===== src/hdl/mbpe_pkg.sv =====
package mbpe_pkg;

  // Pixels covered by one bitmap data byte, most significant bit leftmost.
  localparam int unsigned PIX_PER_BYTE = 8;

  // Depth of the job queue between the front and the back.
  localparam int unsigned QUEUE_DEPTH = 2;

  // Item kinds carried on the input tuser.
  localparam logic MODE_START = 1'b0;
  localparam logic MODE_DATA  = 1'b1;

  // Configuration register indexes.
  localparam int unsigned CFG_IDX_BITS = 2;

  typedef enum logic [CFG_IDX_BITS-1:0] {
    CFG_PEN_COLOR  = 2'd0,
    CFG_BG_COLOR   = 2'd1,
    CFG_BG_FILL    = 2'd2
  } cfg_reg_e;

endpackage


===== src/hdl/mbpe_queue.sv =====
module mbpe_queue #(
  parameter int unsigned WIDTH = 41,
  parameter int unsigned DEPTH = 2
) (
  input  logic             clk_i,
  input  logic             rst_ni,
  input  logic             push_i,
  output logic             ready_o,
  input  logic [WIDTH-1:0] data_i,
  output logic             valid_o,
  input  logic             pop_i,
  output logic [WIDTH-1:0] data_o
);

  localparam int unsigned PTR_W = (DEPTH > 1) ? $clog2(DEPTH) : 1;
  localparam int unsigned CNT_W = $clog2(DEPTH + 1);

  logic [WIDTH-1:0] mem_q [DEPTH];
  logic [PTR_W-1:0] wr_ptr_q, wr_ptr_d;
  logic [PTR_W-1:0] rd_ptr_q, rd_ptr_d;
  logic [CNT_W-1:0] count_q, count_d;
  logic             do_push;
  logic             do_pop;

  assign ready_o = (count_q != CNT_W'(DEPTH));
  assign valid_o = (count_q != '0);
  assign do_push = push_i && ready_o;
  assign do_pop  = pop_i && valid_o;
  assign data_o  = mem_q[rd_ptr_q];

  // Pointer and fill count update.
  always_comb begin
    wr_ptr_d = wr_ptr_q;
    rd_ptr_d = rd_ptr_q;
    count_d  = count_q;
    if (do_push) begin
      wr_ptr_d = (wr_ptr_q == PTR_W'(DEPTH - 1)) ? '0 : wr_ptr_q + PTR_W'(1);
    end
    if (do_pop) begin
      rd_ptr_d = (rd_ptr_q == PTR_W'(DEPTH - 1)) ? '0 : rd_ptr_q + PTR_W'(1);
    end
    if (do_push && !do_pop) begin
      count_d = count_q + CNT_W'(1);
    end else if (do_pop && !do_push) begin
      count_d = count_q - CNT_W'(1);
    end
  end

  always_ff @(posedge clk_i or negedge rst_ni) begin
    if (!rst_ni) begin
      wr_ptr_q <= '0;
      rd_ptr_q <= '0;
      count_q  <= '0;
    end else begin
      wr_ptr_q <= wr_ptr_d;
      rd_ptr_q <= rd_ptr_d;
      count_q  <= count_d;
    end
  end

  // Storage needs no reset; entries are read only once written.
  always_ff @(posedge clk_i) begin
    if (do_push) begin
      mem_q[wr_ptr_q] <= data_i;
    end
  end

endmodule


===== src/hdl/mbpe_front.sv =====
module mbpe_front #(
  parameter int unsigned COORD_BITS = 12,
  parameter int unsigned JOB_W      = 2 * 12 + 17
) (
  input  logic                  clk_i,
  input  logic                  rst_ni,
  input  logic                  in_valid_i,
  output logic                  in_ready_o,
  input  logic                  mode_i,
  input  logic [COORD_BITS-1:0] origin_x_i,
  input  logic [COORD_BITS-1:0] origin_y_i,
  input  logic [COORD_BITS-1:0] box_width_i,
  input  logic [COORD_BITS-1:0] box_height_i,
  input  logic [7:0]            data_byte_i,
  input  logic                  bg_fill_i,
  output logic                  job_valid_o,
  input  logic                  job_ready_i,
  output logic [JOB_W-1:0]      job_o
);

  localparam int unsigned NPIX = mbpe_pkg::PIX_PER_BYTE;
  localparam int unsigned XW   = COORD_BITS + 2;
  localparam int unsigned LW   = COORD_BITS + 1;

  // Box state: cursors are kept unwrapped, limits one bit wider than coordinates.
  logic                  active_q, active_d;
  logic [XW-1:0]         cur_x_q, cur_x_d;
  logic [LW-1:0]         cur_y_q, cur_y_d;
  logic [COORD_BITS-1:0] left_q, left_d;
  logic [LW-1:0]         rlim_q, rlim_d;
  logic [LW-1:0]         blim_q, blim_d;

  logic                  accept;
  logic [XW-1:0]         span;
  logic [XW-1:0]         next_x;
  logic [LW-1:0]         next_y;
  logic [NPIX-1:0]       in_box;
  logic [NPIX-1:0]       bit_set;
  logic [NPIX-1:0]       mask;
  logic                  final_byte;
  logic                  row_end;

  assign in_ready_o = job_ready_i;
  assign accept     = in_valid_i && in_ready_o;

  // Classify the byte: which pixels fall inside the box and which get written.
  assign span       = {1'b0, rlim_q} - cur_x_q;
  assign next_x     = cur_x_q + XW'(NPIX);
  assign next_y     = cur_y_q + LW'(1);
  assign row_end    = (next_x >= {1'b0, rlim_q});
  assign final_byte = row_end && (next_y >= blim_q);

  always_comb begin
    for (int i = 0; i < NPIX; i++) begin
      in_box[i]  = (span > XW'(i));
      bit_set[i] = data_byte_i[NPIX-1-i];
    end
  end

  assign mask = in_box & (bit_set | {NPIX{bg_fill_i}});

  // Only data bytes inside an active box that write something become jobs.
  assign job_valid_o = accept && (mode_i == mbpe_pkg::MODE_DATA) && active_q && (mask != '0);
  assign job_o = {final_byte, cur_y_q[COORD_BITS-1:0], cur_x_q[COORD_BITS-1:0], bit_set, mask};

  // Box setup on start items, cursor advance on data bytes.
  always_comb begin
    active_d = active_q;
    cur_x_d  = cur_x_q;
    cur_y_d  = cur_y_q;
    left_d   = left_q;
    rlim_d   = rlim_q;
    blim_d   = blim_q;
    if (accept) begin
      if (mode_i == mbpe_pkg::MODE_START) begin
        left_d   = origin_x_i;
        cur_x_d  = XW'(origin_x_i);
        cur_y_d  = LW'(origin_y_i);
        rlim_d   = {1'b0, origin_x_i} + {1'b0, box_width_i};
        blim_d   = {1'b0, origin_y_i} + {1'b0, box_height_i};
        active_d = (box_width_i != '0) && (box_height_i != '0);
      end else if (active_q) begin
        if (row_end) begin
          cur_x_d = XW'(left_q);
          cur_y_d = next_y;
          if (next_y >= blim_q) begin
            active_d = 1'b0;
          end
        end else begin
          cur_x_d = next_x;
        end
      end
    end
  end

  always_ff @(posedge clk_i or negedge rst_ni) begin
    if (!rst_ni) begin
      active_q <= 1'b0;
      cur_x_q  <= '0;
      cur_y_q  <= '0;
      left_q   <= '0;
      rlim_q   <= '0;
      blim_q   <= '0;
    end else begin
      active_q <= active_d;
      cur_x_q  <= cur_x_d;
      cur_y_q  <= cur_y_d;
      left_q   <= left_d;
      rlim_q   <= rlim_d;
      blim_q   <= blim_d;
    end
  end

  // An open box always has its cursor inside the box.
  a_cursor_x_inside: assert property (@(posedge clk_i) disable iff (!rst_ni)
    active_q |-> (cur_x_q < {1'b0, rlim_q}))
    else $error("cursor column outside an active box");

  a_cursor_y_inside: assert property (@(posedge clk_i) disable iff (!rst_ni)
    active_q |-> (cur_y_q < blim_q))
    else $error("cursor row outside an active box");

  // The first pixel of a byte is always inside the box.
  a_first_pixel_in_box: assert property (@(posedge clk_i) disable iff (!rst_ni)
    active_q |-> in_box[0])
    else $error("leftmost pixel of a byte clipped in an active box");

endmodule


===== src/hdl/mbpe_back.sv =====
module mbpe_back #(
  parameter int unsigned COORD_BITS = 12,
  parameter int unsigned COLOR_BITS = 16,
  parameter int unsigned JOB_W      = 2 * 12 + 17
) (
  input  logic                  clk_i,
  input  logic                  rst_ni,
  input  logic                  job_valid_i,
  output logic                  job_pop_o,
  input  logic [JOB_W-1:0]      job_i,
  input  logic [COLOR_BITS-1:0] pen_color_i,
  input  logic [COLOR_BITS-1:0] bg_color_i,
  output logic                  out_valid_o,
  input  logic                  out_ready_i,
  output logic [COORD_BITS-1:0] pixel_x_o,
  output logic [COORD_BITS-1:0] pixel_y_o,
  output logic [COLOR_BITS-1:0] pixel_color_o,
  output logic                  last_of_byte_o,
  output logic                  box_done_o
);

  localparam int unsigned NPIX  = mbpe_pkg::PIX_PER_BYTE;
  localparam int unsigned IDX_W = $clog2(NPIX);

  // Job being expanded: remaining pixel mask, bit values and position.
  logic [NPIX-1:0]       mask_q, mask_d;
  logic [NPIX-1:0]       set_q;
  logic [COORD_BITS-1:0] x_q;
  logic [COORD_BITS-1:0] y_q;
  logic                  done_q;

  // Output register.
  logic                  out_valid_q, out_valid_d;
  logic [COORD_BITS-1:0] out_x_q;
  logic [COORD_BITS-1:0] out_y_q;
  logic [COLOR_BITS-1:0] out_color_q;
  logic                  out_last_q;
  logic                  out_done_q;

  logic                  advance;
  logic [IDX_W-1:0]      idx;
  logic [NPIX-1:0]       rem_mask;
  logic                  pop;

  // Leftmost pixel still to write.
  always_comb begin
    idx = '0;
    for (int i = NPIX - 1; i >= 0; i--) begin
      if (mask_q[i]) begin
        idx = IDX_W'(i);
      end
    end
  end

  assign rem_mask = mask_q & ~(NPIX'(1) << idx);
  assign advance  = (!out_valid_q || out_ready_i) && (mask_q != '0);
  assign pop      = job_valid_i && ((mask_q == '0) || (advance && (rem_mask == '0)));

  assign job_pop_o = pop;

  always_comb begin
    mask_d = mask_q;
    if (pop) begin
      mask_d = job_i[NPIX-1:0];
    end else if (advance) begin
      mask_d = rem_mask;
    end
    out_valid_d = out_valid_q;
    if (advance) begin
      out_valid_d = 1'b1;
    end else if (out_ready_i) begin
      out_valid_d = 1'b0;
    end
  end

  always_ff @(posedge clk_i or negedge rst_ni) begin
    if (!rst_ni) begin
      mask_q      <= '0;
      out_valid_q <= 1'b0;
    end else begin
      mask_q      <= mask_d;
      out_valid_q <= out_valid_d;
    end
  end

  // Job payload is loaded on a pop.
  always_ff @(posedge clk_i) begin
    if (pop) begin
      set_q  <= job_i[2*NPIX-1:NPIX];
      x_q    <= job_i[2*NPIX+COORD_BITS-1:2*NPIX];
      y_q    <= job_i[2*NPIX+2*COORD_BITS-1:2*NPIX+COORD_BITS];
      done_q <= job_i[2*NPIX+2*COORD_BITS];
    end
  end

  // One pixel transfer per cycle into the output register while the receiver is not stalling it.
  always_ff @(posedge clk_i) begin
    if (advance) begin
      out_x_q     <= x_q + COORD_BITS'(idx);
      out_y_q     <= y_q;
      out_color_q <= set_q[idx] ? pen_color_i : bg_color_i;
      out_last_q  <= (rem_mask == '0);
      out_done_q  <= done_q;
    end
  end

  assign out_valid_o    = out_valid_q;
  assign pixel_x_o      = out_x_q;
  assign pixel_y_o      = out_y_q;
  assign pixel_color_o  = out_color_q;
  assign last_of_byte_o = out_last_q;
  assign box_done_o     = out_done_q;

  // A loaded job always has a pixel to write.
  a_job_not_empty: assert property (@(posedge clk_i) disable iff (!rst_ni)
    pop |=> (mask_q != '0))
    else $error("empty job loaded into the back end");

  // Emitting a pixel always leaves a valid result in the output register.
  a_advance_fills_output: assert property (@(posedge clk_i) disable iff (!rst_ni)
    advance |=> out_valid_q)
    else $error("pixel emitted without a valid output");

  // A new job is taken only once the current one has no pixels left after this cycle.
  a_pop_when_free: assert property (@(posedge clk_i) disable iff (!rst_ni)
    pop |-> ((mask_q == '0) || ($countones(mask_q) == 1 && advance)))
    else $error("job loaded while pixels of the current one remain");

endmodule


===== src/hdl/mono_bitmap_pixel_expander_top.sv =====
// Monochrome bitmap pixel expander.
// Input stream (s_axis_*): tuser carries the item kind, 0 opens a box, 1 is a
// bitmap data byte. tdata carries origin, size and the data byte. Each data
// byte inside an open box expands into its pixel writes, leftmost first.
// Output stream (m_axis_*): one transfer per pixel write; tlast marks the last
// write of a byte and tuser marks every write of the final byte of the box.
// Configuration channel (cfg_*): pen color, background color and fill mode,
// always ready; write it only while no pixels are pending.
// Throughput: one input item per cycle while the two-entry job queue has
// room; a data byte then occupies the back end until its pixel writes (one
// to eight) are out, and the pixel output rate is one per cycle while tready is high.
// Start items, bytes outside a box and bytes that write nothing never reach
// the back end.
// The first pixel of a byte passes the job queue, the back end and its output register.
// Reset clears the box state, the queue and the output register; the colors
// return to pen 0 and background all ones, fill mode off.
// A stalled receiver holds the output register; the back end and then the
// queue fill, after which s_axis_tready_o drops.
module mono_bitmap_pixel_expander_top #(
  parameter int unsigned COORD_BITS = 12,
  parameter int unsigned COLOR_BITS = 16
) (
  input  logic                                        clk_i,
  input  logic                                        rst_ni,
  // Input items.
  input  logic                                        s_axis_tvalid_i,
  output logic                                        s_axis_tready_o,
  // Fields from bit 0 up: origin_x, origin_y, box_width, box_height, data_byte.
  input  logic [(4*COORD_BITS+8+7)/8*8-1:0]           s_axis_tdata_i,
  // Field: mode.
  input  logic                                        s_axis_tuser_i,
  // Pixel writes.
  output logic                                        m_axis_tvalid_o,
  input  logic                                        m_axis_tready_i,
  // Fields from bit 0 up: pixel_x, pixel_y, pixel_color.
  output logic [(2*COORD_BITS+COLOR_BITS+7)/8*8-1:0]  m_axis_tdata_o,
  // Field: last_of_byte.
  output logic                                        m_axis_tlast_o,
  // Field: box_done.
  output logic                                        m_axis_tuser_o,
  // Configuration writes.
  input  logic                                        cfg_valid_i,
  output logic                                        cfg_ready_o,
  input  logic [mbpe_pkg::CFG_IDX_BITS-1:0]           cfg_index_i,
  input  logic [COLOR_BITS-1:0]                       cfg_data_i
);

  localparam int unsigned OUT_BITS   = 2 * COORD_BITS + COLOR_BITS;
  localparam int unsigned OUT_DATA_W = (OUT_BITS + 7) / 8 * 8;
  localparam int unsigned JOB_W      = 2 * COORD_BITS + 2 * mbpe_pkg::PIX_PER_BYTE + 1;

  logic [COLOR_BITS-1:0] pen_color_q;
  logic [COLOR_BITS-1:0] bg_color_q;
  logic                  bg_fill_q;

  logic                  front_valid;
  logic [JOB_W-1:0]      front_job;
  logic                  queue_ready;
  logic                  queue_valid;
  logic [JOB_W-1:0]      queue_job;
  logic                  back_pop;
  logic [COORD_BITS-1:0] pixel_x;
  logic [COORD_BITS-1:0] pixel_y;
  logic [COLOR_BITS-1:0] pixel_color;

  // Configuration registers; writes to unused indexes are dropped.
  assign cfg_ready_o = 1'b1;

  always_ff @(posedge clk_i or negedge rst_ni) begin
    if (!rst_ni) begin
      pen_color_q <= '0;
      bg_color_q  <= COLOR_BITS'(32'h0000_FFFF);
      bg_fill_q   <= 1'b0;
    end else if (cfg_valid_i && cfg_ready_o) begin
      unique case (cfg_index_i)
        mbpe_pkg::CFG_PEN_COLOR: pen_color_q <= cfg_data_i;
        mbpe_pkg::CFG_BG_COLOR:  bg_color_q  <= cfg_data_i;
        mbpe_pkg::CFG_BG_FILL:   bg_fill_q   <= cfg_data_i[0];
        default: ;
      endcase
    end
  end

  mbpe_front #(
    .COORD_BITS (COORD_BITS),
    .JOB_W      (JOB_W)
  ) u_front (
    .clk_i        (clk_i),
    .rst_ni       (rst_ni),
    .in_valid_i   (s_axis_tvalid_i),
    .in_ready_o   (s_axis_tready_o),
    .mode_i       (s_axis_tuser_i),
    .origin_x_i   (s_axis_tdata_i[COORD_BITS-1:0]),
    .origin_y_i   (s_axis_tdata_i[2*COORD_BITS-1:COORD_BITS]),
    .box_width_i  (s_axis_tdata_i[3*COORD_BITS-1:2*COORD_BITS]),
    .box_height_i (s_axis_tdata_i[4*COORD_BITS-1:3*COORD_BITS]),
    .data_byte_i  (s_axis_tdata_i[4*COORD_BITS+7:4*COORD_BITS]),
    .bg_fill_i    (bg_fill_q),
    .job_valid_o  (front_valid),
    .job_ready_i  (queue_ready),
    .job_o        (front_job)
  );

  mbpe_queue #(
    .WIDTH (JOB_W),
    .DEPTH (mbpe_pkg::QUEUE_DEPTH)
  ) u_queue (
    .clk_i   (clk_i),
    .rst_ni  (rst_ni),
    .push_i  (front_valid),
    .ready_o (queue_ready),
    .data_i  (front_job),
    .valid_o (queue_valid),
    .pop_i   (back_pop),
    .data_o  (queue_job)
  );

  mbpe_back #(
    .COORD_BITS (COORD_BITS),
    .COLOR_BITS (COLOR_BITS),
    .JOB_W      (JOB_W)
  ) u_back (
    .clk_i          (clk_i),
    .rst_ni         (rst_ni),
    .job_valid_i    (queue_valid),
    .job_pop_o      (back_pop),
    .job_i          (queue_job),
    .pen_color_i    (pen_color_q),
    .bg_color_i     (bg_color_q),
    .out_valid_o    (m_axis_tvalid_o),
    .out_ready_i    (m_axis_tready_i),
    .pixel_x_o      (pixel_x),
    .pixel_y_o      (pixel_y),
    .pixel_color_o  (pixel_color),
    .last_of_byte_o (m_axis_tlast_o),
    .box_done_o     (m_axis_tuser_o)
  );

  // Pack the pixel fields, zero filled to whole bytes.
  assign m_axis_tdata_o = OUT_DATA_W'({pixel_color, pixel_y, pixel_x});

endmodule


===== config.mk =====
export PLATFORM = sky130hd
export DESIGN_NAME = mono_bitmap_pixel_expander_top
export DESIGN_NICKNAME = d
export VERILOG_FILES = /design/src/hdl/mbpe_pkg.sv /design/src/hdl/mbpe_queue.sv /design/src/hdl/mbpe_front.sv /design/src/hdl/mbpe_back.sv /design/src/hdl/mono_bitmap_pixel_expander_top.sv
export SDC_FILE = /design/constraint.sdc
export NUM_CORES = 1
export LEC_CHECK = 0
export BUFFER_PORTS_ARGS = -buffer_cell sky130_fd_sc_hd__buf_2
export CORE_ASPECT_RATIO = 1.4
export CORE_MARGIN = 3
export CORE_UTILIZATION = 35
export DETAILED_ROUTE_END_ITERATION = 10
export SYNTH_ARGS = -nofsm -noshare
export SYNTH_HDL_FRONTEND = slang
export SYNTH_SLANG_ARGS = --single-unit

===== constraint.sdc =====
create_clock -name clk_i -period 11.2 [get_ports clk_i]
set_input_delay 2.24 -clock clk_i [delete_from_list [all_inputs] [get_ports clk_i]]
set_output_delay 2.24 -clock clk_i [all_outputs]
set_load 0.01 [all_outputs]

* Word level (Yosys, flattened, before mapping)
Memories as Yosys holds them, arrays and structs flattened. Cells that the tools add are included.
Word-level totals: word-level logic and storage cells 122, memories 1, bits in writable memories 82, bits in registers 187
Memories:
- u_queue.mem_q | depth 2, width 41, rd ports 1, clocked after Yosys merged registers in 0, wr ports 1, RTL line mbpe_queue.sv:18 | logic [WIDTH-1:0] mem_q [DEPTH];
Cells by class: shift-type cells 1, $add $sub $neg 10, magnitude comparators 11, equality and inequality tests 5, multiplexer cells 31, bitwise logic cells 5, reductions and logical operators 35
Operator list (count):
- > comparator 14 x 3 -> 1 bit (second input constant) | 4
- 2-to-1 mux 14 bit | 3
- 2-to-1 mux 13 bit | 3
- > comparator 14 x 1 -> 1 bit (second input constant) | 2
- > comparator 14 x 2 -> 1 bit (second input constant) | 2
- adder 12 x 12 -> 13 bit | 2
- 2-to-1 mux 3 bit | 8
- nonzero test 12 bit | 2
- AND 8 bit | 2
- zero test 8 bit | 2
- 2-to-1 mux 16 bit | 1
- 2-to-1 mux 8 bit | 2
- nonzero test 8 bit | 2
- adder 14 x 4 -> 14 bit (second input constant) | 1
- >= comparator 14 x 13 -> 1 bit | 1
- subtractor 13 x 14 -> 14 bit | 1
- adder 13 x 1 -> 13 bit (second input constant) | 1
- >= comparator 13 bit | 1
- logical AND 1 bit | 13
- adder 12 x 3 -> 12 bit | 1
- 2-to-1 mux 1 bit | 11
- AND reduction 2 bit | 5
- inverter 8 bit | 1
- OR 8 bit | 1
- 17 further kinds | 26

* Logic depth before layout (Yosys ltp)
word-level depth 19, gate-level depth with buffers 17

* Cells and area by module
From an unflattened synthesis, not the netlist that was laid out.
Second synthesis, totals: cells, all modules 1160, area, all modules 14034.7 um2
Modules (own cells, without submodules):
- mbpe_front | area an instance 5953.2 um2, cells an instance 730, instances 1, seq. area each 1651.6 um2
- mbpe_back | area an instance 3440.8 um2, cells an instance 211, instances 1, seq. area each 2477.4 um2
- mbpe_queue | area an instance 3355.7 um2, cells an instance 146, instances 1, seq. area each 2562.5 um2
- mono_bitmap_pixel_expander_top | area an instance 1285.0 um2, cells an instance 73, instances 1, seq. area each 845.8 um2

* Worst setup path after synthesis
No wires, ideal clock.
path type input port to flip-flop, from input s_axis_tvalid_i, to memory u_queue.mem_q[0][0] (enable), path buffers 0, cell stages on the path 6, path slack 5.964 ns, data arrival time 4.797 ns, data required time 10.761 ns, path through nand2_1 -> a21oi_1 -> nand2_2 -> a211oi_1 -> a211oi_2 -> nor2_1
Between the ends: cells in the longest elaborated chain, start to end 7
RTL lines:
- start, declared | RTL line mono_bitmap_pixel_expander_top.sv:26 | input logic s_axis_tvalid_i,
- logical AND 1 bit | RTL line mbpe_front.sv:44 | assign accept = in_valid_i && in_ready_o;
- logical AND 1 bit (3 in a row) | RTL line mbpe_front.sv:63 | assign job_valid_o = accept && (mode_i == mbpe_pkg::MODE_DATA) && active_q && (mask != '0);
- logical AND 1 bit | RTL line mbpe_queue.sv:27 | assign do_push = push_i && ready_o;
- 2-to-1 mux 1 bit | RTL line mbpe_queue.sv:63 | if (do_push) begin
- 2-to-1 mux 1 bit (not written as such) | RTL line mbpe_queue.sv:64 | mem_q[wr_ptr_q] <= data_i;
- end, declared | RTL line mbpe_queue.sv:18
Every way passes these cells.

* Final worst setup path
from input s_axis_tuser_i, to memory u_queue.mem_q[1][9] (enable)
Between the ends: cells in the longest elaborated chain, start to end 6
RTL lines:
- start, declared | RTL line mono_bitmap_pixel_expander_top.sv:31 | input logic s_axis_tuser_i,
- logical AND 1 bit (3 in a row) | RTL line mbpe_front.sv:63
- logical AND 1 bit | RTL line mbpe_queue.sv:27
- 2-to-1 mux 1 bit | RTL line mbpe_queue.sv:63
- 2-to-1 mux 1 bit (not written as such) | RTL line mbpe_queue.sv:64
Every way passes these cells.

==> impl_results.md <==
- Num CTS Buffers: 27
- Setup Buffers After CTS: 0
- Area share of fa/ha/maj cells after synthesis: under 10%
- Slew margin rel.: between 20 and 25%
- Gr ovfl total: 0
- # fillers: 3,733
- Reg2Reg Launch Point: u_front.cur_x_q[2]
- Via density: 5.012
- Min-delay worst type: reg -> reg
- Flops & latches, synth: between 200 and 300
- Crit-path max FO: 41
- Vias in the first global route: 9,093
- # diodes: 0
- Hold Path Depth: 0
- ANT nets after route: 0
- Die X: 173.0 um
- Final TNS setup: 0 ns
- Post-layout min period: around 5.0 ns
- Share of synthesized registers carrying an async set or reset: roughly two fifths
- Area leader, netlist: edfxtp_1
- Post-synthesis sequential area ratio: 55.17%
- Cts repair resizes: 0
- R2r worst-path depth: 16
- Pins over their slew limit: 0
- CP Launch Point: s_axis_tuser_i
- Initial antenna violation count: 0
- Max clock buf depth: 3
- Placement Rows: 85
- Die height: 239.8 um
- Mux cell area share after synthesis: about a tenth
- Finished layout cell area: 15,690 um2
- Post-synth top area share: 34.51%
- Port buffer count: 123
- GR Util All Layers: 13.98%
- Worst Setup Start Kind: primary input
- Number of remaining DRC errors: 0
- XOR/XNOR Fraction of Synth Area: around 3.3%
- Syn-to-layout area delta: 14.87%
- Delay-heaviest family, CP: compound AO/OA/AOI/OAI gates
- Slowest cell on crit path: nor2_4
- Flop-to-flop setup slack: about 6.5 ns
- Clock transition at path regs: 0.06 ns
- Primary FF master, synth: edfxtp_1
- Post-DP Area: 14,830 um2
- Unique cell type count in the Yosys netlist: 83
- Yosys warning count: 0
- F_max: 0.1997 GHz
- Syn_nets: ~1,300
- RR Endpoint: u_queue.count_q[1]
- Routability congestion estimate from global placement: 0.8429
- NumNets Final: 1,411
- Share of cells above drive strength 1: 22.75%
- Synth cell count leaders: edfxtp_1, nand2_1, dfrtp_1
- Count leader, synth: edfxtp_1
- Clk root buf: clkbuf_16
- PwrDens: about 290 nW/um2
- Die Area: ~41,000 um2
- First-pass GRT wire length: 47,400 um
- Worst Hold Path EP: u_back.pixel_y_o[1]
- RSZ-0062 raised after global routing: false
- Compound-cell area share of the yosys netlist: 11.21%
- Critical path buffers and inverters: 1
- First-pass DRT Iterations: 5
- Sequence of cells on the critical path: buf_2, a21oi_1, nand2_2, a211oi_1, a211oi_2, nor2_4
- Sink Count: about 270
- Syn Area/Cell: roughly 12 um2
- Crit Path Class: in -> reg
- DPL Wire Length: 22,000 um
- Io pins: between 100 and 150
- Cts hold-fix bufs: 0
- Synthesized area: 13,660 um2
- Syn Inst Count: 1,134
- HP Start: u_back.y_q[1]
- CP Capture Type: flip-flop
- Slew @ Worst Pin: 1.168 ns
- Endpoints failing setup: 0
- Main combinational cell family by area after synthesis: compound AO/OA/AOI/OAI gates
- Violation count after the first detailed-routing iteration: 504
- CTS tree: yes
- Crit path largest cell delay: 0.91 ns
- Average routed wire per standard cell: 16.42 um
- Max Cap Viol: 0
- Fin crit share: 44.70%
- Post-synth EDFFs: 157
- H-tree levels: 1
- Initial Util: 35.49%
- Dominant cells by area after synthesis: edfxtp_1, dfrtp_1, ha_1
- WP data required: 11.34 ns
- Cell leakage power: 6.397 nW
- Largest net degree at the start of global routing: 67
- DR vias: 9,026
- WL final: 29,570 um
- Fin. Hold Viols: 0
- Setup Skew: 0.02501 ns
- Core Area: 38,500 um2
- Status: complete, no violations
- Simple-gate area share of the yosys netlist: 10.24%
- CP Data Arrival Time: 5.15 ns
- Worst VDD drop: 0.1163 mV
- Worst-skew pair later-pin latency: 0.55 ns
==> routing by layer <==
metal  GRT usage (%)  part of all wire [%]
met5               0                     0
met2           24.54                    50
met3           2.125                   4.6
met4           4.868                   2.7
met1           17.62                    43
==> power breakdown <==
| group | switching (W) | leakage, nW | total [W] | internal [W] |
|---|---|---|---|---|
| Sequential | 0.000253 | 2.82 | 0.00179 | 0.00154 |
| Combinational | 0.00110 | 3.17 | 0.00192 | 0.000816 |
| Clock | 0.000370 | 0.411 | 0.000876 | 0.000506 |
| Total | 0.00172 | 6.40 | 0.00458 | 0.00286 |
==> cells by family after synthesis <==
family                   after synthesis
AND/OR/NAND/NOR                      286
flip-flops                           269
AO/OA/AOI/OAI                        224
multiplexers                         116
buffers and inverters                113
adder cells (fa/ha/maj)               73
XOR/XNOR                              52
other                                  1
==> state kept, by name, indices dropped and copies added (netlist names), 2 cells and up <==
register              cells
u_back.set_q              8
u_queue.count_q           2
u_front.cur_y_q          13
u_back.x_q               12
u_front.left_q           12
u_back.pixel_x_o         12
u_queue.mem_q            82
u_back.pixel_color_o     16
u_back.y_q               12
u_front.cur_x_q          14
u_front.blim_q           13
u_front.rlim_q           13
pen_color_q              16
u_back.pixel_y_o         12
u_back.mask_q             8
bg_color_q               16
==> layout by cell type, fill, tap and decap left out, types with 36 or more instances in the layout <==
master    synthesis  routed
buf_2             4     122
mux2_2           74      74
ha_1             69      69
a21oi_1          36      36
nand2_1         115     115
inv_1            76      76
nor2_1           45      41
o21ai_0          64      64
dfrtp_1          96      95
edfxtp_1        157     157
==> area by class of cell <==
class                           count  area, um2  share of cell area [%]
Sequential cell                   269       7538                   48.03
Multi-Input combinational cell    752       5668                   36.12
Clock buffer                       37      733.2                   4.672
Timing Repair Buffer              132      685.7                   4.369
Tap cell                          522      653.1                   4.162
Inverter                           76      285.3                   1.818
Clock inverter                     13      130.1                  0.8291
==> through the flow <==
| step | power [W] | instances | utilization [%] | worst slack, ns | hold WS [ns] |
|---|---|---|---|---|---|
| final | 0.004584 | 1801 | 40.76 | 6.194 | 0.4228 |
| after global routing | 0.004915 | 1801 | 40.76 | 5.912 | 0.4350 |
| after CTS | 0.004628 | 1801 | 40.76 | 6.210 | 0.4230 |
| after detailed placement | 0.003728 | 1751 | 38.52 | 5.648 | 0.4074 |
| after global placement | 0.003687 | 1751 | 38.52 | 5.768 | 0.4050 |
| after floorplan | 0.003223 | 1134 | - | 5.964 | 0.4003 |
==> worst max-delay path by stage <==
| stage | slack (ns) | depth (start not counted) | end |
|---|---|---|---|
| finish | 6.19 | 6 | u_queue.mem_q[1][9] |
| CTS | 6.21 | 6 | u_queue.mem_q[0][13] |
| global route | 5.91 | 6 | u_queue.mem_q[1][9] |
| detailed placement | 5.65 | 6 | u_queue.mem_q[0][13] |
| floorplan | 5.96 | 6 | u_queue.mem_q[0][0] |
| global placement | 5.77 | 6 | u_queue.mem_q[0][13] |
(Power assumes the default switching activity.)
